<file path="config.mk">
export PLATFORM = sky130hd
export DESIGN_NAME = art_cell
export DESIGN_NICKNAME = d
export VERILOG_FILES = /design/src/hdl/art_pkg.sv /design/src/hdl/art_cell.sv
export SDC_FILE = /design/constraint.sdc
export NUM_CORES = 1
export LEC_CHECK = 0
export BUFFER_PORTS_ARGS = -buffer_cell sky130_fd_sc_hd__clkbuf_2
export CORE_ASPECT_RATIO = 0.7
export CORE_MARGIN = 4
export CORE_UTILIZATION = 55
export DETAILED_ROUTE_END_ITERATION = 16
export GPL_TIMING_DRIVEN = 0
export HOLD_SLACK_MARGIN = 0.05
export PLACE_DENSITY = 0.8
export SYNTH_ARGS = -nofsm -noshare
export SYNTH_HDL_FRONTEND = slang
export SYNTH_SLANG_ARGS = --single-unit
</file>
<file path="constraint.sdc">
create_clock -name clk -period 6.1 [get_ports clk]
set_input_delay 1.22 -clock clk [delete_from_list [all_inputs] [get_ports clk]]
set_output_delay 1.22 -clock clk [all_outputs]
set_load 0.005 [all_outputs]
</file>
<file path="src/hdl/art_pkg.sv">
// art_pkg: opcodes, status codes and the token that walks the cell chain
// of the address range table. No dependencies.
`timescale 1ns / 1ps

package art_pkg;

  localparam int unsigned ADDR_W = 32;
  localparam int unsigned SLOT_W = 4;
  localparam int unsigned OP_W   = 2;
  localparam int unsigned STAT_W = 2;

  localparam logic [OP_W-1:0] OP_ADD      = 2'd0;
  localparam logic [OP_W-1:0] OP_DELETE   = 2'd1;
  localparam logic [OP_W-1:0] OP_LOOKUP   = 2'd2;
  localparam logic [OP_W-1:0] OP_CONFLICT = 2'd3;

  localparam logic [STAT_W-1:0] ST_OK    = 2'd0;
  localparam logic [STAT_W-1:0] ST_FULL  = 2'd1;
  localparam logic [STAT_W-1:0] ST_EMPTY = 2'd2;

  // One transaction in flight, with its partial result.
  typedef struct packed {
    logic              vld;
    logic [OP_W-1:0]   opcode;
    logic [ADDR_W-1:0] range_start;
    logic [ADDR_W-1:0] range_end;
    logic [SLOT_W-1:0] entry_slot;
    logic              found;
    logic [SLOT_W-1:0] slot_used;
    logic [STAT_W-1:0] status;
  } tok_t;

endpackage

</file>
<file path="src/hdl/art_cell.sv">
// art_cell: one table entry plus one token stage of the chain.
// Depends on art_pkg.
`timescale 1ns / 1ps

module art_cell #(
  parameter int IDX = 0
) (
  input  logic          clk,
  input  logic          rst_n,
  input  logic          advance,
  input  art_pkg::tok_t tok_in,
  output art_pkg::tok_t tok_out
);

  // Slots past the 4-bit field can never be named by a delete.
  localparam logic                     IDX_FITS = (IDX < (1 << art_pkg::SLOT_W));
  localparam logic [art_pkg::SLOT_W-1:0] IDX_SLOT = art_pkg::SLOT_W'(IDX);

  logic [art_pkg::ADDR_W-1:0] low_r, high_r;
  logic                       valid_r, valid_nxt;
  logic                       claim;
  logic                       hit_s, hit_e, encl;
  art_pkg::tok_t              tok_r, tok_nxt;

  assign hit_s = (tok_in.range_start >= low_r) && (tok_in.range_start <= high_r);
  assign hit_e = (tok_in.range_end >= low_r) && (tok_in.range_end <= high_r);
  assign encl  = (tok_in.range_start < low_r) && (tok_in.range_end > high_r);

  always_comb begin
    tok_nxt   = tok_in;
    valid_nxt = valid_r;
    claim     = 1'b0;
    case (tok_in.opcode)
      art_pkg::OP_ADD: begin
        // first free cell on the path takes the range
        if (tok_in.vld && !valid_r && tok_in.status == art_pkg::ST_FULL) begin
          claim             = 1'b1;
          valid_nxt         = 1'b1;
          tok_nxt.status    = art_pkg::ST_OK;
          tok_nxt.slot_used = IDX_SLOT;
        end
      end
      art_pkg::OP_DELETE: begin
        if (tok_in.vld && IDX_FITS && tok_in.entry_slot == IDX_SLOT && valid_r) begin
          valid_nxt      = 1'b0;
          tok_nxt.status = art_pkg::ST_OK;
        end
      end
      art_pkg::OP_LOOKUP: begin
        tok_nxt.found = tok_in.found | (valid_r & hit_s);
      end
      art_pkg::OP_CONFLICT: begin
        tok_nxt.found = tok_in.found | (valid_r & (hit_s | hit_e | encl));
      end
      default: begin
        tok_nxt = tok_in;
      end
    endcase
  end

  // Control bits reset; payload and bounds only load on advance.
  always_ff @(posedge clk) begin
    if (!rst_n) begin
      valid_r   <= 1'b0;
      tok_r.vld <= 1'b0;
    end else if (advance) begin
      tok_r.vld <= tok_in.vld;
      if (tok_in.vld) begin
        valid_r <= valid_nxt;
      end
    end
    if (advance) begin
      tok_r.opcode      <= tok_nxt.opcode;
      tok_r.range_start <= tok_nxt.range_start;
      tok_r.range_end   <= tok_nxt.range_end;
      tok_r.entry_slot  <= tok_nxt.entry_slot;
      tok_r.found       <= tok_nxt.found;
      tok_r.slot_used   <= tok_nxt.slot_used;
      tok_r.status      <= tok_nxt.status;
      if (claim) begin
        low_r  <= tok_in.range_start;
        high_r <= tok_in.range_end;
      end
    end
  end

  assign tok_out = tok_r;

endmodule

</file>
==> impl_metrics.csv <==
group,metric,value,unit
timing,hold_viol_final,0,
power,power_density,282,mW/mm^2
timing,setup_tns,0,ns
yosys,yosys-top-cells-area,"edfxtp_1 (57%), ha_1 (22%), inv_1 (3.4%)",
job,drv_cap,0,
floorplan,fp.dieW,147,microns
power,peakVddDrop,0.000275,V
floorplan,die_height,105,microns
yosys,synth_top_area_share,0.572,
yosys,yosysSeqAreaShare,0.577,
power,seqPwrFrac,0.441,
yosys,ys.warnings.count,0,
global_route,grt-ovfl-total,0,
critical_path,cp_data_required_time,6.26,ns
critical_path,cp-end-kind,"register",
layout,final_cell_mix,"clkbuf_2 (157), edfxtp_1 (141), ha_1 (128)",
critical_path,start_kind,"input pin",
timing,rsz0062_at_grt,"false",
critical_path,crit_fanout,4,
timing,holdWs,0.475,ns
yosys,post_synth.cell_area_avg,13.5,sq um
clock_tree,postCtsHoldBufs,0,
critical_path,reg2reg_depth,9,
global_route,grt_pass1_vias,5499,
routing,drtPass1Iterations,5,
status,outcome,"completed",
routing,antenna_left,0,
timing,tightest_slew,0.612,ns
placed_design,gp_congestion,0.894,
power,p_comb_frac,0.090,
timing,maxSlewHeadroom,0.581,
routing,drtIter0Drc,292,
layout,antenna_cells,0,
yosys,synth_fp_nets,759,
critical_path,r2r-start,"low_r[15]",
layout,utilization,0.697,
timing,fin_skew,0.00604,ns
power,total_power,2590,uW
power,intPower,2040,uW
layout,fin_nets,939,
clock_tree,clock-sinks,143,
power,p_sw_frac,0.213,
floorplan,rows,35,
placed_design,dp_hpwl,13800,microns
yosys,synth_top_area_cell,"edfxtp_1",
critical_path,crit_start,"tok_in[54]",
layout,drive_gt1_frac,0.268,
routing,vias,5305,
clock_tree,clockRootBuffer,"clkbuf_16",
yosys,synth_enable_flop_cells,141,
worst_hold_path,hold_class,"reg2reg",
clock_tree,clock_path_buffers,2,
critical_path,arrival,3.47,ns
placed_design,io_buffer_count,158,
floorplan,core,0.0132,sq mm
yosys,ys_seq_elements,143,
yosys,ys_async_sr_fraction,0,
yosys,ys_types,39,
global_route,grt_pass1_wl,28400,microns
clock_tree,clk-insertion-delay-late,0.41,ns
critical_path,setup.worst_path.class,"in2reg",
timing,setup_viol,0,
clock_tree,clk_pin_slew_worst_paths,0.06,ns
yosys,ys.flop_type,"edfxtp_1",
global_route,grt_max_degree,50,
layout,layout_commonest_cell,"clkbuf_2",
routing,wl_per_cell,19.3,microns
power,p_sw,554,uW
layout,num-fill-cells,889,
clock_tree,cts_tree,"done",
timing,timing.final.max_slew_violations,0,
layout,syn2layout_area_growth,24.1,%
clock_tree,h-tree-depth,4,
timing,fmax,301,MHz
routing,finalWirelength,17900,microns
clock_tree,numCtsBuffers,17,
worst_hold_path,min_from,"tok_out[77]",
worst_hold_path,hold_depth,2,
routing,drc,0,
timing,finalCriticalPeriod,3.32,ns
clock_tree,cts_setup_buffers,0,
clock_tree,cts_resized,0,
global_route,track_usage,0.236,
power,p_leak,0.00418,uW
timing,post-route-period-util,0.544,
yosys,syn_area,0.00741,sq mm
floorplan,die-area,0.0154,sq mm
routing,viasPerCell,5.72,
floorplan,io_pins,159,
floorplan,start_util,0.562,
power,p_clk_frac,0.469,
global_route,antenna_found_initial,0,
yosys,syn_inst,550,
-- Yosys cell counts (3+ instances only) --
library cell,count
a221o_1,4
nand2_1,26
nor4_1,4
nor3_1,3
a221oi_1,4
a21boi_0,3
ha_1,128
nor2_1,13
a2111oi_0,3
and2_1,5
nor2b_1,5
a211oi_1,3
nand3_1,12
o21a_1,6
o21ai_0,16
edfxtp_1,141
a21o_1,19
nand4_1,23
inv_1,67
a21oi_1,40
-- sequential cells by signal, summed over array words and instances, names as in the netlist --
signal and count:
high_r 32, tok_out 78, valid_r 1, low_r 32
-- worst paths after layout --
kind	slack, ns	end
min	0.48	tok_out[77]
min reg2reg	0.48	tok_out[77]
max reg2reg	3.33	tok_out[6]
max	2.78	tok_out[6]
-- metal layers --
layer | GRT usage | wire length (microns)
met1 | 0.326 | 8120
met2 | 0.361 | 8030
met3 | 0.0629 | 1410
met4 | 0.0832 | 368
met5 | 0 | 0
-- through the flow --
step,cell area [sq um],instances,setup WS (ns)
after floorplan,7410,550,1.27
final,9190,928,2.78
after global placement,8430,893,-1.33
after CTS,9190,928,2.83
after global routing,9190,928,2.74
after detailed placement,8500,896,2.35
-- final cells by class --
class                   count  area (sq um)  share of cell area
multi-input cells         340          2890               0.314
clock inverters            14           262              0.0285
repair buffers            161           853              0.0928
well taps                 185           231              0.0252
inverters                  67           251              0.0274
clock buffers              18           429              0.0467
flip-flops and latches    143          4270               0.465
-- logic make-up after synthesis --
family                   Yosys count  synth area share
flip-flops                       143             0.577
buffers and inverters             67            0.0339
AND/OR/NAND/NOR                  107            0.0823
AO/OA/AOI/OAI                    105            0.0907
adder cells (fa/ha/maj)          128             0.216
-- critical path, cell delays in order --
cell and delay [ns]:
clkbuf_2 0.14, ha_1 0.33, nand4_1 0.16, nor4_1 0.55, a21boi_0 0.22, or3_1 0.15
a21oi_1 0.10, o2111a_1 0.26, a221o_1 0.34
-- power groups by stage --
stage | logic, uW | clock network (uW) | registers (uW)
global placement | 214 | 0 | 1160
floorplan | 85.0 | 0 | 1170
finish | 232 | 1220 | 1140
CTS | 232 | 1230 | 1140
detailed placement | 228 | 0 | 1160
global route | 259 | 1280 | 1150
(Power assumes the default switching activity.)
